--- config.mk ---
export PLATFORM = sky130hd
export DESIGN_NAME = filled_circle_rasterizer
export DESIGN_NICKNAME = d
export VERILOG_FILES = /design/src/hdl/fcr_pkg.sv /design/src/hdl/fcr_queue.sv /design/src/hdl/fcr_front.sv /design/src/hdl/fcr_back.sv /design/src/hdl/filled_circle_rasterizer.sv
export VERILOG_INCLUDE_DIRS = /design/src /design/src/hdl
export SDC_FILE = /design/constraint.sdc
export NUM_CORES = 1
export LEC_CHECK = 0
export BUFFER_PORTS_ARGS = -buffer_cell sky130_fd_sc_hd__buf_2
export CORE_ASPECT_RATIO = 0.5
export CORE_MARGIN = 4
export CORE_UTILIZATION = 32
export DETAILED_ROUTE_END_ITERATION = 8
export GPL_TIMING_DRIVEN = 0
export PLACE_DENSITY_LB_ADDON = 0.25
export RECOVER_POWER = 25
export SETUP_SLACK_MARGIN = 0.5
export SYNTH_ARGS = -nofsm -noshare
export SYNTH_HDL_FRONTEND = slang
export SYNTH_HIERARCHICAL = 1
export SYNTH_SLANG_ARGS = --single-unit
--- constraint.sdc ---
create_clock -name clock -period 6.4 [get_ports clock]
set_clock_uncertainty 0.05 [all_clocks]
set_input_delay 1.28 -clock clock [delete_from_list [all_inputs] [get_ports clock]]
set_output_delay 1.28 -clock clock [all_outputs]
set_load 0.02 [all_outputs]
--- src/hdl/filled_circle_rasterizer_macros.svh ---
// ----------------------------------------------------------------------------
// Assertion macros for the filled circle rasterizer
// Define NO_ASSERTIONS to compile them out.
// ----------------------------------------------------------------------------
`ifndef FILLED_CIRCLE_RASTERIZER_MACROS_SVH
`define FILLED_CIRCLE_RASTERIZER_MACROS_SVH

`ifndef NO_ASSERTIONS

// same-cycle implication
`define FCR_ASSERT_IMPLY(label, clk, rst, ante, cons) \
   label: assert property (@(posedge clk) disable iff (rst) (ante) |-> (cons)) \
      else $error("assertion failed: same-cycle implication");

// next-cycle implication
`define FCR_ASSERT_NEXT(label, clk, rst, ante, cons) \
   label: assert property (@(posedge clk) disable iff (rst) (ante) |=> (cons)) \
      else $error("assertion failed: next-cycle implication");

`else

`define FCR_ASSERT_IMPLY(label, clk, rst, ante, cons)
`define FCR_ASSERT_NEXT(label, clk, rst, ante, cons)

`endif

`endif

--- src/hdl/fcr_pkg.sv ---
// ----------------------------------------------------------------------------
// fcr_pkg
// Shared types and constants of the filled circle rasterizer.
// ----------------------------------------------------------------------------
`timescale 1ns / 1ps

package fcr_pkg;

   typedef enum logic {
      CMD_START = 1'b0,
      CMD_STEP  = 1'b1
   } cmd_type;

   // status of the step queue between front and back
   typedef struct packed {
      logic full;
      logic empty;
   } q_status_type;

   localparam int POINTS_PER_STEP = 8;
   localparam int POINT_IDX_BITS  = $clog2(POINTS_PER_STEP);
   localparam logic [POINT_IDX_BITS-1:0] LAST_POINT = POINT_IDX_BITS'(POINTS_PER_STEP - 1);

endpackage

--- src/hdl/fcr_queue.sv ---
// ----------------------------------------------------------------------------
// fcr_queue
// Two-entry queue carrying step jobs from the front to the back.
// ----------------------------------------------------------------------------
`timescale 1ns / 1ps
`include "filled_circle_rasterizer_macros.svh"

module fcr_queue #(
   parameter int WIDTH = 41
) (
   input  logic                 clock,
   input  logic                 reset,
   input  logic                 push,
   input  logic [WIDTH-1:0]     push_data,
   input  logic                 pop,
   output logic [WIDTH-1:0]     pop_data,
   output fcr_pkg::q_status_type status
);

   localparam int DEPTH = 2;
   localparam int PTR_BITS = $clog2(DEPTH);
   localparam int CNT_BITS = $clog2(DEPTH + 1);

   logic [WIDTH-1:0]    data_ff [DEPTH];
   logic [PTR_BITS-1:0] wr_ptr_ff, wr_ptr_in;
   logic [PTR_BITS-1:0] rd_ptr_ff, rd_ptr_in;
   logic [CNT_BITS-1:0] count_ff, count_in;

   always_comb begin
      status.full  = (count_ff == CNT_BITS'(DEPTH));
      status.empty = (count_ff == '0);
      pop_data     = data_ff[rd_ptr_ff];
      wr_ptr_in    = push ? wr_ptr_ff + 1'b1 : wr_ptr_ff;
      rd_ptr_in    = pop ? rd_ptr_ff + 1'b1 : rd_ptr_ff;
      count_in     = count_ff;
      if (push && !pop) begin
         count_in = count_ff + 1'b1;
      end else if (pop && !push) begin
         count_in = count_ff - 1'b1;
      end
   end

   always_ff @(posedge clock) begin
      if (reset) begin
         wr_ptr_ff <= '0;
         rd_ptr_ff <= '0;
         count_ff  <= '0;
      end else begin
         wr_ptr_ff <= wr_ptr_in;
         rd_ptr_ff <= rd_ptr_in;
         count_ff  <= count_in;
      end
   end

   always_ff @(posedge clock) begin
      if (push) begin
         data_ff[wr_ptr_ff] <= push_data;
      end
   end

   `FCR_ASSERT_IMPLY(a_no_push_full, clock, reset, push, !status.full)
   `FCR_ASSERT_IMPLY(a_no_pop_empty, clock, reset, pop, !status.empty)

endmodule

--- src/hdl/fcr_front.sv ---
// ----------------------------------------------------------------------------
// fcr_front
// Takes requests, holds the ring state and runs one ring iteration per step.
// ----------------------------------------------------------------------------
`timescale 1ns / 1ps
`include "filled_circle_rasterizer_macros.svh"

module fcr_front #(
   parameter int COORD_BITS  = 12,
   parameter int RADIUS_BITS = 8
) (
   input  logic                   clock,
   input  logic                   reset,
   input  logic                   req_valid,
   output logic                   req_stall,
   input  logic                   req_cmd,
   input  logic [COORD_BITS-1:0]  req_center_x,
   input  logic [COORD_BITS-1:0]  req_center_y,
   input  logic [RADIUS_BITS-1:0] req_radius,
   input  fcr_pkg::q_status_type  q_status,
   output logic                   push,
   output logic [COORD_BITS-1:0]  job_cx,
   output logic [COORD_BITS-1:0]  job_cy,
   output logic [RADIUS_BITS-1:0] job_ox,
   output logic [RADIUS_BITS-1:0] job_oy,
   output logic                   job_last
);

   localparam int DEC_BITS = RADIUS_BITS + 3;
   localparam int DW       = RADIUS_BITS + 4;

   logic                   busy_ff, busy_in;
   logic [COORD_BITS-1:0]  cx_ff, cx_in;
   logic [COORD_BITS-1:0]  cy_ff, cy_in;
   logic [RADIUS_BITS-1:0] ring_ff, ring_in;
   logic [RADIUS_BITS-1:0] ox_ff, ox_in;
   logic [RADIUS_BITS-1:0] oy_ff, oy_in;
   logic [DEC_BITS-1:0]    dec_ff, dec_in;

   logic                   accept;
   logic                   is_step;
   logic signed [DW-1:0]   d_ext, ox_ext, oy_ext, r_ext;
   logic signed [DW-1:0]   d_next;
   logic [RADIUS_BITS:0]   ox_next, oy_next;
   logic                   ring_done;
   logic                   final_ring;

   always_comb begin
      accept  = req_valid && !req_stall;
      is_step = (fcr_pkg::cmd_type'(req_cmd) == fcr_pkg::CMD_STEP);

      d_ext  = DW'(signed'(dec_ff));
      ox_ext = signed'(DW'(ox_ff));
      oy_ext = signed'(DW'(oy_ff));
      r_ext  = signed'(DW'(ring_ff));

      ox_next = {1'b0, ox_ff};
      oy_next = {1'b0, oy_ff};
      priority if (d_ext >= (ox_ext <<< 1)) begin
         d_next  = d_ext - (ox_ext <<< 1) - DW'(1);
         ox_next = {1'b0, ox_ff} + 1'b1;
      end else if (d_ext < ((r_ext - oy_ext) <<< 1)) begin
         d_next  = d_ext + (oy_ext <<< 1) - DW'(1);
         oy_next = {1'b0, oy_ff} - 1'b1;
      end else begin
         d_next  = d_ext + ((oy_ext - ox_ext - DW'(1)) <<< 1);
         ox_next = {1'b0, ox_ff} + 1'b1;
         oy_next = {1'b0, oy_ff} - 1'b1;
      end
      ring_done  = (oy_next < ox_next);
      final_ring = (ring_ff <= RADIUS_BITS'(1));

      busy_in = busy_ff;
      cx_in   = cx_ff;
      cy_in   = cy_ff;
      ring_in = ring_ff;
      ox_in   = ox_ff;
      oy_in   = oy_ff;
      dec_in  = dec_ff;
      push    = 1'b0;

      if (accept && !is_step) begin
         cx_in   = req_center_x;
         cy_in   = req_center_y;
         ring_in = req_radius;
         ox_in   = '0;
         oy_in   = req_radius;
         dec_in  = DEC_BITS'(req_radius) - DEC_BITS'(1);
         busy_in = (req_radius != '0);
      end else if (accept && busy_ff) begin
         push   = 1'b1;
         ox_in  = ox_next[RADIUS_BITS-1:0];
         oy_in  = oy_next[RADIUS_BITS-1:0];
         dec_in = d_next[DEC_BITS-1:0];
         if (ring_done) begin
            if (final_ring) begin
               busy_in = 1'b0;
               ring_in = '0;
            end else begin
               // shrink to the next inner ring
               ring_in = ring_ff - 1'b1;
               ox_in   = '0;
               oy_in   = ring_ff - 1'b1;
               dec_in  = DEC_BITS'(ring_ff) - DEC_BITS'(2);
            end
         end
      end
   end

   assign req_stall = q_status.full;
   assign job_cx    = cx_ff;
   assign job_cy    = cy_ff;
   assign job_ox    = ox_ff;
   assign job_oy    = oy_ff;
   assign job_last  = ring_done && final_ring;

   always_ff @(posedge clock) begin
      if (reset) begin
         busy_ff <= 1'b0;
         cx_ff   <= '0;
         cy_ff   <= '0;
         ring_ff <= '0;
         ox_ff   <= '0;
         oy_ff   <= '0;
         dec_ff  <= '0;
      end else begin
         busy_ff <= busy_in;
         cx_ff   <= cx_in;
         cy_ff   <= cy_in;
         ring_ff <= ring_in;
         ox_ff   <= ox_in;
         oy_ff   <= oy_in;
         dec_ff  <= dec_in;
      end
   end

   `FCR_ASSERT_IMPLY(a_busy_has_ring, clock, reset, busy_ff, ring_ff != '0)
   `FCR_ASSERT_IMPLY(a_busy_in_octant, clock, reset, busy_ff, oy_ff >= ox_ff)

endmodule

--- src/hdl/fcr_back.sv ---
// ----------------------------------------------------------------------------
// fcr_back
// Expands a job into its eight symmetric pixels, one per cycle unless stalled.
// ----------------------------------------------------------------------------
`timescale 1ns / 1ps
`include "filled_circle_rasterizer_macros.svh"

module fcr_back #(
   parameter int COORD_BITS  = 12,
   parameter int RADIUS_BITS = 8
) (
   input  logic                         clock,
   input  logic                         reset,
   input  fcr_pkg::q_status_type        q_status,
   input  logic [COORD_BITS-1:0]        job_cx,
   input  logic [COORD_BITS-1:0]        job_cy,
   input  logic [RADIUS_BITS-1:0]       job_ox,
   input  logic [RADIUS_BITS-1:0]       job_oy,
   input  logic                         job_last,
   output logic                         pop,
   output logic                         rsp_valid,
   input  logic                         rsp_stall,
   output logic signed [COORD_BITS+1:0] rsp_point_x,
   output logic signed [COORD_BITS+1:0] rsp_point_y,
   output logic                         rsp_last
);

   localparam int OUT_BITS = COORD_BITS + 2;
   localparam int WW = ((COORD_BITS > RADIUS_BITS) ? COORD_BITS : RADIUS_BITS) + 2;

   logic [fcr_pkg::POINT_IDX_BITS-1:0] idx_ff, idx_in;
   logic                    valid_ff, valid_in;
   logic [OUT_BITS-1:0]     px_ff, px_in;
   logic [OUT_BITS-1:0]     py_ff, py_in;
   logic                    last_ff, last_in;

   logic                    load;
   logic [RADIUS_BITS-1:0]  off_a, off_b;
   logic [WW-1:0]           sum_x, sum_y;

   always_comb begin
      load = !q_status.empty && (!valid_ff || !rsp_stall);
      pop  = load && (idx_ff == fcr_pkg::LAST_POINT);

      // index bit 0 swaps the offsets, bit 1 negates x, bit 2 negates y
      off_a = idx_ff[0] ? job_oy : job_ox;
      off_b = idx_ff[0] ? job_ox : job_oy;
      sum_x = idx_ff[1] ? WW'(job_cx) - WW'(off_a) : WW'(job_cx) + WW'(off_a);
      sum_y = idx_ff[2] ? WW'(job_cy) - WW'(off_b) : WW'(job_cy) + WW'(off_b);

      idx_in   = idx_ff;
      valid_in = valid_ff && rsp_stall;
      px_in    = px_ff;
      py_in    = py_ff;
      last_in  = last_ff;
      if (load) begin
         idx_in   = idx_ff + 1'b1;
         valid_in = 1'b1;
         px_in    = sum_x[OUT_BITS-1:0];
         py_in    = sum_y[OUT_BITS-1:0];
         last_in  = job_last && (idx_ff == fcr_pkg::LAST_POINT);
      end
   end

   always_ff @(posedge clock) begin
      if (reset) begin
         idx_ff   <= '0;
         valid_ff <= 1'b0;
      end else begin
         idx_ff   <= idx_in;
         valid_ff <= valid_in;
      end
   end

   always_ff @(posedge clock) begin
      px_ff   <= px_in;
      py_ff   <= py_in;
      last_ff <= last_in;
   end

   assign rsp_valid   = valid_ff;
   assign rsp_point_x = signed'(px_ff);
   assign rsp_point_y = signed'(py_ff);
   assign rsp_last    = last_ff;

   `FCR_ASSERT_NEXT(a_pop_rewinds_idx, clock, reset, pop, idx_ff == '0)

endmodule

--- src/hdl/filled_circle_rasterizer.sv ---
// ----------------------------------------------------------------------------
// filled_circle_rasterizer
// Filled circle rasterizer built from concentric rings, outer to inner.
// ----------------------------------------------------------------------------
// A start request (cmd 0) latches center and radius and gives no pixels. Each
// step request (cmd 1) accepted while a circle is in progress advances the
// ring recurrence in the cycle it is accepted and queues one job; the back
// end turns every job into eight pixels, one per cycle while rsp_stall is low,
// so a steady stream of steps is paced by the result port. Up to two step jobs
// can wait in the queue, so requests keep being accepted while pixels are
// still draining. The last pixel of the radius-1 ring has rsp_last set.
// ----------------------------------------------------------------------------
`timescale 1ns / 1ps

module filled_circle_rasterizer #(
   parameter int COORD_BITS  = 12,
   parameter int RADIUS_BITS = 8
) (
   input  logic                         clock,
   input  logic                         reset,
   input  logic                         req_valid,
   output logic                         req_stall,
   input  logic                         req_cmd,
   input  logic [COORD_BITS-1:0]        req_center_x,
   input  logic [COORD_BITS-1:0]        req_center_y,
   input  logic [RADIUS_BITS-1:0]       req_radius,
   output logic                         rsp_valid,
   input  logic                         rsp_stall,
   output logic signed [COORD_BITS+1:0] rsp_point_x,
   output logic signed [COORD_BITS+1:0] rsp_point_y,
   output logic                         rsp_last
);

   localparam int JOB_BITS = 2 * COORD_BITS + 2 * RADIUS_BITS + 1;

   fcr_pkg::q_status_type  q_status;
   logic                   push, pop;
   logic [JOB_BITS-1:0]    push_data, pop_data;
   logic [COORD_BITS-1:0]  in_cx, in_cy, out_cx, out_cy;
   logic [RADIUS_BITS-1:0] in_ox, in_oy, out_ox, out_oy;
   logic                   in_last, out_last;

   fcr_front #(
      .COORD_BITS (COORD_BITS),
      .RADIUS_BITS(RADIUS_BITS)
   ) u_front (
      .clock       (clock),
      .reset       (reset),
      .req_valid   (req_valid),
      .req_stall   (req_stall),
      .req_cmd     (req_cmd),
      .req_center_x(req_center_x),
      .req_center_y(req_center_y),
      .req_radius  (req_radius),
      .q_status    (q_status),
      .push        (push),
      .job_cx      (in_cx),
      .job_cy      (in_cy),
      .job_ox      (in_ox),
      .job_oy      (in_oy),
      .job_last    (in_last)
   );

   assign push_data = {in_cx, in_cy, in_ox, in_oy, in_last};

   fcr_queue #(
      .WIDTH(JOB_BITS)
   ) u_queue (
      .clock    (clock),
      .reset    (reset),
      .push     (push),
      .push_data(push_data),
      .pop      (pop),
      .pop_data (pop_data),
      .status   (q_status)
   );

   assign {out_cx, out_cy, out_ox, out_oy, out_last} = pop_data;

   fcr_back #(
      .COORD_BITS (COORD_BITS),
      .RADIUS_BITS(RADIUS_BITS)
   ) u_back (
      .clock      (clock),
      .reset      (reset),
      .q_status   (q_status),
      .job_cx     (out_cx),
      .job_cy     (out_cy),
      .job_ox     (out_ox),
      .job_oy     (out_oy),
      .job_last   (out_last),
      .pop        (pop),
      .rsp_valid  (rsp_valid),
      .rsp_stall  (rsp_stall),
      .rsp_point_x(rsp_point_x),
      .rsp_point_y(rsp_point_y),
      .rsp_last   (rsp_last)
   );

endmodule
Yosys cells after proc, flatten, opt, wreduce, memory -nomap -nowiden

Memory sizes are Yosys's and may differ from the RTL's. A register that Yosys moved wholly into a read port is not among the register bits.
Cells that the tools add are included.

$add $sub $neg: 22
Magnitude comparators: 4
Equality and inequality tests: 2
Mux-type cells: 36
Reduce and logical (&&, ||, !) cells: 27

Operator list:

| kind                                                                              | number |
|---|---|
| 8-bit two-way mux                                                                 | 12 |
| 11-bit two-way mux                                                                | 6 |
| 14-bit two-way mux                                                                | 2 |
| 9-bit two-way mux                                                                 | 3 |
| 12-bit by 8-bit adder with 13-bit output                                          | 2 |
| 12-bit by 8-bit subtractor with 13-bit output                                     | 2 |
| 11-bit by 2-bit subtractor with 11-bit output (second input constant)             | 2 |
| 8-bit by 1-bit subtractor with 9-bit output (second input constant)               | 2 |
| 8-bit by 8-bit subtractor with 9-bit output                                       | 2 |
| 11-bit by 10-bit adder with 11-bit output                                         | 1 |
| 11-bit adder                                                                      | 1 |
| 11-bit by 10-bit >= comparator with 1-bit output                                  | 1 |
| 11-bit by 10-bit < comparator with 1-bit output                                   | 1 |
| 1-bit two-way mux                                                                 | 11 |
| 11-bit by 10-bit subtractor with 11-bit output                                    | 1 |
| 1-bit logical AND                                                                 | 10 |
| 9-bit by 2-bit subtractor with 10-bit output (second input constant)              | 1 |
| 8-bit by 1-bit adder with 9-bit output (second input constant)                    | 1 |
| 9-bit < comparator                                                                | 1 |
| 8-bit by 2-bit subtractor with 9-bit output (second input constant)               | 1 |
| 8-bit by 1-bit less-or-equal comparator with 1-bit output (second input constant) | 1 |
| 2-bit nonzero test                                                                | 4 |
| 8-bit nonzero test                                                                | 1 |
| 8-bit by 1-bit subtractor with 8-bit output (second input constant)               | 1 |
| other kinds (13)                                                                  | 21 |

Flip-flop bits (word level): 97
RAM bits: 82
Input port bits: 37
Output and inout port bits: 31
Word-level logic and storage cells: 107
Memories kept: 1

Memories:

| name            | depth | width | rd ports | clocked after memory_dff | wr ports | RTL line        | text |
|---|---|---|---|---|---|---|---|
| u_queue.data_ff | 2     | 41    | 1        | 1                        | 1        | fcr_queue.sv:24 | `logic [WIDTH-1:0] data_ff [DEPTH];` |

Longest topological paths before layout

Gate-level depths: netlist (run 1).

Depth after elaboration: 10
Mapped depth: 32
Depth with buffers taken out: 30

Modules after synthesis

The synthesis (run 1) kept the hierarchy.

By module, submodules not included:

| module    | instances | cells an instance | area each (sq um) | seq. area each (sq um) |
|---|---|---|---|---|
| fcr_front | 1         | 773               | 5915.7            | 1201.2 |
| fcr_queue | 1         | 150               | 3156.8            | 2562.5 |
| fcr_back  | 1         | 313               | 2987.9            | 950.9 |

Worst setup path before layout (run 1)

OpenSTA, ideal clock, no wires.

Kind: reg-to-reg
From: reg u_front.oy_ff[1] (netlist: u_front/job_oy[1])
To: reg u_front.dec_ff[9]
Library setup time: 117 ps
Arrival time: 5403 ps
Data required time: 6233 ps
Setup slack: 829 ps
Stages on the path, launching flop included: 29
Path buffers: 2
Period minus slack after synthesis: 5571 ps
Cell sequence: dfxtp_1 > inv_1 > ha_1 > nor2b_1 > o21ai_0 > nand2_1 > a21oi_1 > o21bai_1 > a21o_1 > a21oi_1 > xor2_1 > ha_1 > a21oi_1 > o211ai_1 > nor3_1 > o21ai_2 > buf_4 > and4_1 > and3_1 > xnor2_1 > ha_1 > a21o_1 > a21o_1 > a21o_1 > or3_1 > nand3_4 > clkbuf_1 > o22ai_1 > a32o_1

Longest elaborated chain between the ends: 9
Elaborated cells on any way between the ends: 18
Classes of those cells: add/sub: 7; order compare: 2; mux: 9

RTL lines:

| what                                         | RTL line         | text |
|---|---|---|
| from (decl)                                  | fcr_front.sv:37  | `logic [RADIUS_BITS-1:0] oy_ff, oy_in;` |
| from (signal assigned)                       | fcr_front.sv:132 | `oy_ff <= oy_in;` |
| 8-bit by 8-bit subtractor with 9-bit output  | fcr_front.sv:66  | `d_next = d_ext + ((oy_ext - ox_ext - DW'(1)) <<< 1);` |
| 9-bit by 2-bit subtractor with 10-bit output | fcr_front.sv:66  |  |
| 11-bit adder                                 | fcr_front.sv:66  |  |
| 11-bit two-way mux                           | fcr_front.sv:62  | `end else if (d_ext < ((r_ext - oy_ext) <<< 1)) begin` |
| 11-bit two-way mux                           | fcr_front.sv:59  | `priority if (d_ext >= (ox_ext <<< 1)) begin` |
| 11-bit two-way mux                           | fcr_front.sv:96  | `if (final_ring) begin` |
| 11-bit two-way mux *                         | fcr_front.sv:95  | `if (ring_done) begin` |
| 11-bit two-way mux *                         | fcr_front.sv:90  | `end else if (accept && busy_ff) begin` |
| 11-bit two-way mux *                         | fcr_front.sv:82  | `if (accept && !is_step) begin` |
| to (signal assigned)                         | fcr_front.sv:133 | `dec_ff <= dec_in;` |
| to (decl)                                    | fcr_front.sv:38  | `logic [DEC_BITS-1:0] dec_ff, dec_in;` |

Every way passes the cells marked *; elsewhere a longest branch is shown, timed or not. The select of a mux whose other input is x is not followed.
A chain may end at the register's enable or synchronous reset.

Worst setup path in the final report (run 1)

From: reg u_front.oy_ff[0] (netlist: u_front/job_oy[0])
To: reg u_front.oy_ff[2] (netlist: u_front/job_oy[2])

Longest elaborated chain between the ends: 8
Elaborated cells on any way between the ends: 11
Classes of those cells: add/sub: 2; order compare: 2; mux: 7

RTL lines:

| what                                            | RTL line        | text |
|---|---|---|
| 8-bit by 8-bit subtractor with 9-bit output     | fcr_front.sv:62 |  |
| 11-bit by 10-bit < comparator with 1-bit output | fcr_front.sv:62 |  |
| 9-bit two-way mux                               | fcr_front.sv:62 |  |
| 9-bit two-way mux                               | fcr_front.sv:59 |  |
| 9-bit < comparator                              | fcr_front.sv:70 | `ring_done = (oy_next < ox_next);` |
| 8-bit two-way mux *                             | fcr_front.sv:95 |  |
| 8-bit two-way mux *                             | fcr_front.sv:90 |  |
| 8-bit two-way mux *                             | fcr_front.sv:82 |  |

Marks and branches as above.

==> metrics.csv, run 1 <==
stage;metric;value;unit
run_status;outcome;complete, no violations;
setup_path;critPathCapture;u_front/job_oy[2];
routing;vias;9552;
global_routing;antenna_found_initial;2;
layout;antenna_cells;0;
setup_path;start_kind;register;
setup_path;reg2reg_slack;0.51;ns
die;fp-row-count;49;
global_routing;grt_pass1_wl;53700;um
logic_synthesis;syn-instance-count;1236;
logic_synthesis;yosysUniqueCellTypes;92;
routing;routed_wl;34400;um
clocking;cts_tree;done;
routing;via_per_inst;5.18;
clocking;insertion_delay;0.43;ns
sta;finalMaxSlewViolations;0;
clocking;cts_inserted_buffers;17;
global_routing;groute.usage.overall;16.7;%
sta;timing.slew.headroom;46.7;%
layout;drive_gt1_share;18.8;%
die;dieArea;0.0410;mm2
setup_path;cp_max_fo;6;
sta;timing.fmax;170;MHz
sta;hold_violations;0;
sta;finalWorstSetupSlack;0.511;ns
logic_synthesis;ys.flop_type;edfxtp_1;
sta;fin_crit_sh;92.0;%
routing;drc_errors;0;
clocking;root_buffer;clkbuf_16;
power_and_ir_drop;vdd_ir_drop_max;0.000189;V
global_routing;grt_overflow_total;0;
clocking;cts.path.max_buffers;2;
setup_path;crit_type;register to register;
routing;drt-initial-drc-count;694;
setup_path;critPathLaunch;u_front/job_oy[0];
clocking;cts_max_level;4;
die;initial_core_util;33.0;%
logic_synthesis;synth-warning-count;6;
sta;rsz0062_at_grt;yes;
logic_synthesis;synth_nets;1394;
place;io_buffers;67;
logic_synthesis;synth_edf_count;111;
setup_path;r2r-end;u_front/job_oy[2];
logic_synthesis;async_reset_ff_share;0;%
layout;final_util;38.7;%
die;fp.dieH;145;um
setup_path;slowest_stage;dfxtp_1;
setup_path;worstReg2RegStart;u_front/job_oy[0];
sta;finalSetupViolations;0;
layout;nets;1505;
place;pre_cts_ws;-0.653;ns
die;io_pins;68;
setup_path;crit_path_end_kind;register;
routing;antenna_left;0;
sta;min_period;5.89;ns
routing;wl_per_cell;18.6;um
min_path;hold_start;u_front/job_cx[7];
power_and_ir_drop;leakage;5.41;nW
clocking;hold_buffers;0;
logic_synthesis;yosysSeqAreaShare;39.1;%
place;placed_area;0.0131;mm2
flow_run;cap_viol_max_count;0;
logic_synthesis;synth-seq-cells;180;
setup_path;cp.required;6.66;ns
place;place_congestion;0.880;
routing;first_pass_iters;6;
power_and_ir_drop;total_power;0.00423;W
clocking;cts_sinks;180;
setup_path;max_stage_delay;0.52;ns
global_routing;grt_pass1_vias;9719;
logic_synthesis;synth_area;0.0121;mm2
logic_synthesis;syn_area_per_cell;9.76;um2
layout;finalInstanceArea;0.0142;mm2
setup_path;ff2ff_path_depth;32;
die;die_w;283;um
min_path;hold_class;register to register;
global_routing;grt_max_degree;30;
setup_path;crit_top_cell;a21o_1;
place;dp_hpwl;26300;um
setup_path;worstPathArrival;6.14;ns
die;core_region_area;0.0365;mm2
clocking;path_clk_slew;0.07;ns
layout;area_delta_synth_final;17.4;%
power_and_ir_drop;p_per_area;299;mW/mm2
sta;worstMarginPinSlew;0.798;ns
[final cells by class]
type / count / area (um2)
multi-input combinational: 894 / 6950
buffer: 50 / 246
clock inverter: 15 / 203
inverter: 112 / 427
tap: 484 / 606
timing repair buffer: 92 / 581
sequential: 180 / 4720
fill: 3658 / 22400
clock buffer: 17 / 425
[where the power goes]
part           internal (W)  total [W]  switching, W
combinational      0.000777    0.00180       0.00103
clock              0.000573    0.00110      0.000527
sequential          0.00128    0.00133     0.0000521
[routing by layer]
layer  global-route usage (%)  wire length (um)  vias up
met5                        0                27        -
met4                     4.66               716        4
met3                     3.19              1580       50
met2                     27.9             16300      232
met1                     22.0             15700     4592
li1                         -                 -     4674
[how the worst min path moves through the flow]
stage	endpoint	cells after the start
final	u_queue/data_ff[1][36]	0
after global routing	u_queue/data_ff[1][36]	0
after CTS	u_queue/data_ff[1][36]	0
after detailed placement	u_queue/data_ff[1][36]	0
after global placement	u_queue/data_ff[0][20]	0
after floorplan	u_queue/data_ff[0][17]	0
[worst max-delay path: cells and delay by family, from the launching register on]
| kind | cells | cell delay [ns] |
|---|---|---|
| adder cells (fa/ha/maj) | 4 | 1.18 |
| buffers and inverters | 5 | 0.53 |
| flip-flops | 1 | 0.52 |
| AO/OA/AOI/OAI | 10 | 1.77 |
| XOR/XNOR | 1 | 0.08 |
| AND/OR/NAND/NOR | 11 | 1.56 |
| multiplexers | 1 | 0.06 |
[sequential cells by signal, summed over array words and instances (netlist names), 3 cells and up, named ones only]
register	flops
u_front/ring_ff	8
u_back/idx_ff	3
u_front/job_oy	8
u_back/rsp_point_x	14
u_back/rsp_point_y	14
u_front/job_cy	12
u_front/job_cx	12
u_queue/data_ff	82
u_front/dec_ff	11
u_front/job_ox	8
[stage by stage]
stage | hold slack (ns) | std cells | setup TNS (ns)
6_report | 0.405 | 1844 | 0
5_1_grt | 0.424 | 1844 | 0
4_1_cts | 0.408 | 1828 | 0
3_5_place_dp | 0.396 | 1790 | -14.72
3_3_place_gp | 0.386 | 1787 | -12.62
2_1_floorplan | 0.375 | 1236 | 0
[layout by cell type, fill, tap and decap left out, types with 7 or more instances in the layout]
| cell | n |
|---|---|
| a211oi_1 | 7 |
| a211oi_2 | 7 |
| a21o_1 | 19 |
| a21oi_1 | 96 |
| a21oi_2 | 10 |
| a22oi_1 | 8 |
| a31oi_1 | 8 |
| buf_2 | 77 |
| buf_4 | 20 |
| clkbuf_1 | 29 |
| clkbuf_16 | 17 |
| dfxtp_1 | 68 |
| edfxtp_1 | 111 |
| fa_1 | 8 |
| ha_1 | 109 |
| inv_1 | 106 |
| mux2_2 | 40 |
| mux2i_1 | 30 |
| nand2_1 | 99 |
| nand2b_1 | 11 |
| nand3_1 | 21 |
| nor2_1 | 62 |
| nor2b_1 | 15 |
| nor3_1 | 14 |
| o211ai_1 | 7 |
| o21ai_0 | 53 |
| o21ai_1 | 7 |
| o21bai_1 | 14 |
| o22ai_1 | 8 |
| or3_1 | 12 |
| xnor2_1 | 60 |
| xor2_1 | 30 |
[synthesized netlist by cell type (all sizes together), types with 29 or more instances]
| library cell | instances | area share (%) |
|---|---|---|
| ha | 112 | 12 |
| edfxtp | 111 | 28 |
| a21oi | 110 | 4.7 |
| inv | 110 | 3.4 |
| nand2 | 100 | 3.1 |
| dfxtp | 69 | 11 |
| o21ai | 65 | 2.8 |
| nor2 | 64 | 2.0 |
| xnor2 | 62 | 4.5 |
| mux2 | 45 | 4.2 |
| mux2i | 31 | 2.6 |
| xor2 | 30 | 2.2 |
| clkbuf | 29 | 0.90 |
[kinds of logic (layout without fill, tap and decap cells)]
group / count (synthesis) / count (layout) / share of synthesized area, %
compound gates: 316 / 316 / 17.2
xor+xnor: 92 / 92 / 6.68
fa+ha+maj: 121 / 121 / 13.1
buf+inv: 162 / 286 / 5.34
flops: 180 / 180 / 39.1
mux: 76 / 76 / 6.77
simple gates: 289 / 289 / 11.8
[what timing repair did]
action,4_1_cts,5_1_grt
gates resized for setup,26,49
setup buffers,6,16
setup endpoints to repair,38,35
pin swaps,7,32
Power figures use the tool's default switching activity.
==> run 2: changes to the inputs <==
--- a/config.mk
+++ b/config.mk
@@ -12,10 +12,10 @@
 export CORE_UTILIZATION = 32
 export DETAILED_ROUTE_END_ITERATION = 8
 export GPL_TIMING_DRIVEN = 0
+export HOLD_SLACK_MARGIN = 0.08
 export PLACE_DENSITY_LB_ADDON = 0.25
 export RECOVER_POWER = 25
 export SETUP_SLACK_MARGIN = 0.5
 export SYNTH_ARGS = -nofsm -noshare
 export SYNTH_HDL_FRONTEND = slang
-export SYNTH_HIERARCHICAL = 1
 export SYNTH_SLANG_ARGS = --single-unit
==> metrics.csv, run 2 <==
stage;metric;value;unit
layout;nets;1496;
sta;hold_violations;0;
logic_synthesis;syn_area_per_cell;9.63;um2
power_and_ir_drop;vdd_ir_drop_max;0.000204;V
min_path;hold_class;register to register;
power_and_ir_drop;total_power;0.00480;W
clocking;cts_tree;done;
sta;min_period;6.18;ns
global_routing;antenna_found_initial;0;
power_and_ir_drop;p_per_area;339;mW/mm2
place;place_congestion;0.907;
logic_synthesis;yosysTopAreaCell;edfxtp_1;
logic_synthesis;synth_nets;1364;
clocking;hold_buffers;0;
die;fp.dieH;143;um
logic_synthesis;synthTopCellsByCount;nand2_1 (130), a21oi_1 (116), edfxtp_1 (111), ha_1 (111), inv_1 (107);
sta;timing.slew.headroom;34.8;%
layout;largest_reg_flops;82;
die;io_pins;68;
clocking;insertion_delay;0.44;ns
flow_run;cap_viol_max_count;0;
routing;drt-initial-drc-count;639;
routing;routed_wl;34800;um
setup_path;slowest_stage;or4b_4;
logic_synthesis;async_reset_ff_share;0;%
layout;area_delta_synth_final;21.7;%
clocking;path_clk_slew;0.08;ns
place;io_buffers;66;
sta;fin_crit_sh;96.5;%
die;fp-row-count;49;
global_routing;grt_overflow_total;0;
power_and_ir_drop;clockPowerShare;24.0;%
layout;finalInstanceArea;0.0141;mm2
power_and_ir_drop;p_seq_share;27.7;%
die;die_w;278;um
global_routing;groute.usage.overall;17.2;%
layout;multi_input_area;0.00673;mm2
die;dieArea;0.0396;mm2
power_and_ir_drop;comb_power_share;48.3;%
routing;first_pass_iters;6;
logic_synthesis;yosysTopAreaCellShare;28.7;%
power_and_ir_drop;p_sw_share;37.8;%
logic_synthesis;synth-warning-count;0;
logic_synthesis;synth_area;0.0116;mm2
clocking;cts.path.max_buffers;2;
logic_synthesis;syn-instance-count;1207;
layout;mostFrequentLayoutCells;nand2_1 (128), edfxtp_1 (111), ha_1 (110);
clocking;cts_max_level;4;
sta;worstMarginPinSlew;0.978;ns
layout;drive_gt1_share;19.7;%
logic_synthesis;synth_area_leaders;edfxtp_1 (29%), ha_1 (12%), dfxtp_1 (12%);
setup_path;crit_path_end_kind;register;
sta;finalSetupViolations;0;
layout;register_area;0.00472;mm2
setup_path;max_stage_delay;0.49;ns
global_routing;grt_pass1_wl;53200;um
routing;vias;9489;
routing;drc_errors;0;
clocking;cts_sinks;180;
logic_synthesis;yosysUniqueCellTypes;70;
layout;mostFrequentLayoutCell;nand2_1;
layout;largest-register;u_queue.data_ff;
global_routing;grt_max_degree;30;
routing;antenna_left;0;
setup_path;worstPathArrival;6.47;ns
logic_synthesis;yosysSeqAreaShare;40.6;%
clocking;cts_inserted_buffers;17;
setup_path;start_kind;register;
logic_synthesis;synth-seq-cells;180;
setup_path;crit_top_cell;nand2_1;
place;placed_area;0.0126;mm2
die;initial_core_util;32.4;%
routing;wl_per_cell;18.9;um
place;dp_hpwl;25900;um
setup_path;cp_max_fo;5;
run_status;outcome;complete, no violations;
die;core_region_area;0.0359;mm2
sta;rsz0062_at_grt;yes;
clocking;root_buffer;clkbuf_16;
setup_path;crit_type;register to register;
logic_synthesis;synth_most_common_cell;nand2_1;
logic_synthesis;synth_edf_count;111;
power_and_ir_drop;internal_power;0.00299;W
sta;timing.fmax;162;MHz
layout;num-fill-cells;3536;
logic_synthesis;ys.flop_type;edfxtp_1;
power_and_ir_drop;leakage;5.63;nW
layout;antenna_cells;0;
routing;via_per_inst;5.17;
sta;finalMaxSlewViolations;0;
power_and_ir_drop;p_switching;0.00181;W
setup_path;cp.required;6.69;ns
global_routing;grt_pass1_vias;9255;
-- run 2: cell count changes after synthesis, moves of 10 or more --
cell,delta
a211oi_1,-11
nand2_1,+31
o21ai_0,-12
a21oi_1,+10
mux2_2,-17
or2_2,+12
buf_2,-10
-- run 2: cell type report --
cell class                      count  share of cell area (%)
Inverter                          107                    2.91
Clock inverter                     13                    1.34
Timing Repair Buffer              112                    5.53
Buffer                             45                    1.80
Tap cell                          484                    4.28
Clock buffer                       19                    3.20
Sequential cell                   180                    33.4
Multi-Input combinational cell    876                    47.6
-- run 2: metal layers --
metal | up-vias | wire length [um] | global-route usage [%]
met5 | - | 0 | 0
met4 | 0 | 778 | 5.14
met3 | 56 | 1820 | 2.92
met2 | 267 | 16200 | 29.4
met1 | 4606 | 16000 | 22.7
li1 | 4560 | - | -
-- run 2: logic make-up (layout without fill, tap and decap cells) --
logic type / after synthesis / after routing / share of synthesized area, %
and+or+nand+nor: 313 / 314 / 12.6
AOI/OAI and AO/OA: 287 / 287 / 15.4
DFF: 180 / 180 / 40.6
buffers and inverters: 152 / 296 / 5.14
adders and majority gates: 120 / 120 / 13.5
xor gates and xnor gates: 95 / 95 / 7.16
muxes: 60 / 60 / 5.64
-- run 2: repair_timing --
item / CTS / global route
pin swaps: 48 / 44
gates resized for setup: 76 / 43
setup buffers: 36 / 5
cloned: 3 / 0
setup endpoints to repair: 38 / 38
-- run 2: critical path, delay by kind of cell (launching register included) --
| family | cells | cell delay [ns] |
|---|---|---|
| buf+inv | 7 | 1.04 |
| xor+xnor | 1 | 0.08 |
| compound gates | 10 | 1.64 |
| fa+ha+maj | 3 | 1.01 |
| simple gates | 13 | 1.85 |
| flops | 1 | 0.38 |
-- run 2: power by group through the flow --
stage,Clock [W],Sequential [W],Combinational (W)
detailed placement,0,0.00136,0.00159
finish,0.00115,0.00133,0.00232
global placement,0,0.00136,0.00158
global route,0.00122,0.00133,0.00249
floorplan,0,0.00134,0.00116
CTS,0.00117,0.00133,0.00212
-- run 2: through the flow --
stage	TNS, ns	hold slack [ns]	util, %	worst slack (ns)	cells
6_report	0	0.404	39.4	0.222	1836
3_3_place_gp	-14.80	0.381	35.0	-0.621	1757
3_5_place_dp	-16.01	0.387	35.2	-0.661	1760
4_1_cts	0	0.403	38.9	0.213	1831
5_1_grt	-0.00552	0.420	39.4	-0.00552	1836
2_1_floorplan	0	0.375	-	0.513	1207
-- run 2: worst paths after layout --
path,startpoint,endpoint,slack (ns),cells past startpoint
max,u_front.job_oy[1],u_front.dec_ff[8],0.22,34
min,u_front.job_cy[2],u_queue.data_ff[0][19],0.40,0
max reg2reg,u_front.job_oy[1],u_front.dec_ff[8],0.22,34
min reg2reg,u_front.job_cy[2],u_queue.data_ff[0][19],0.40,0
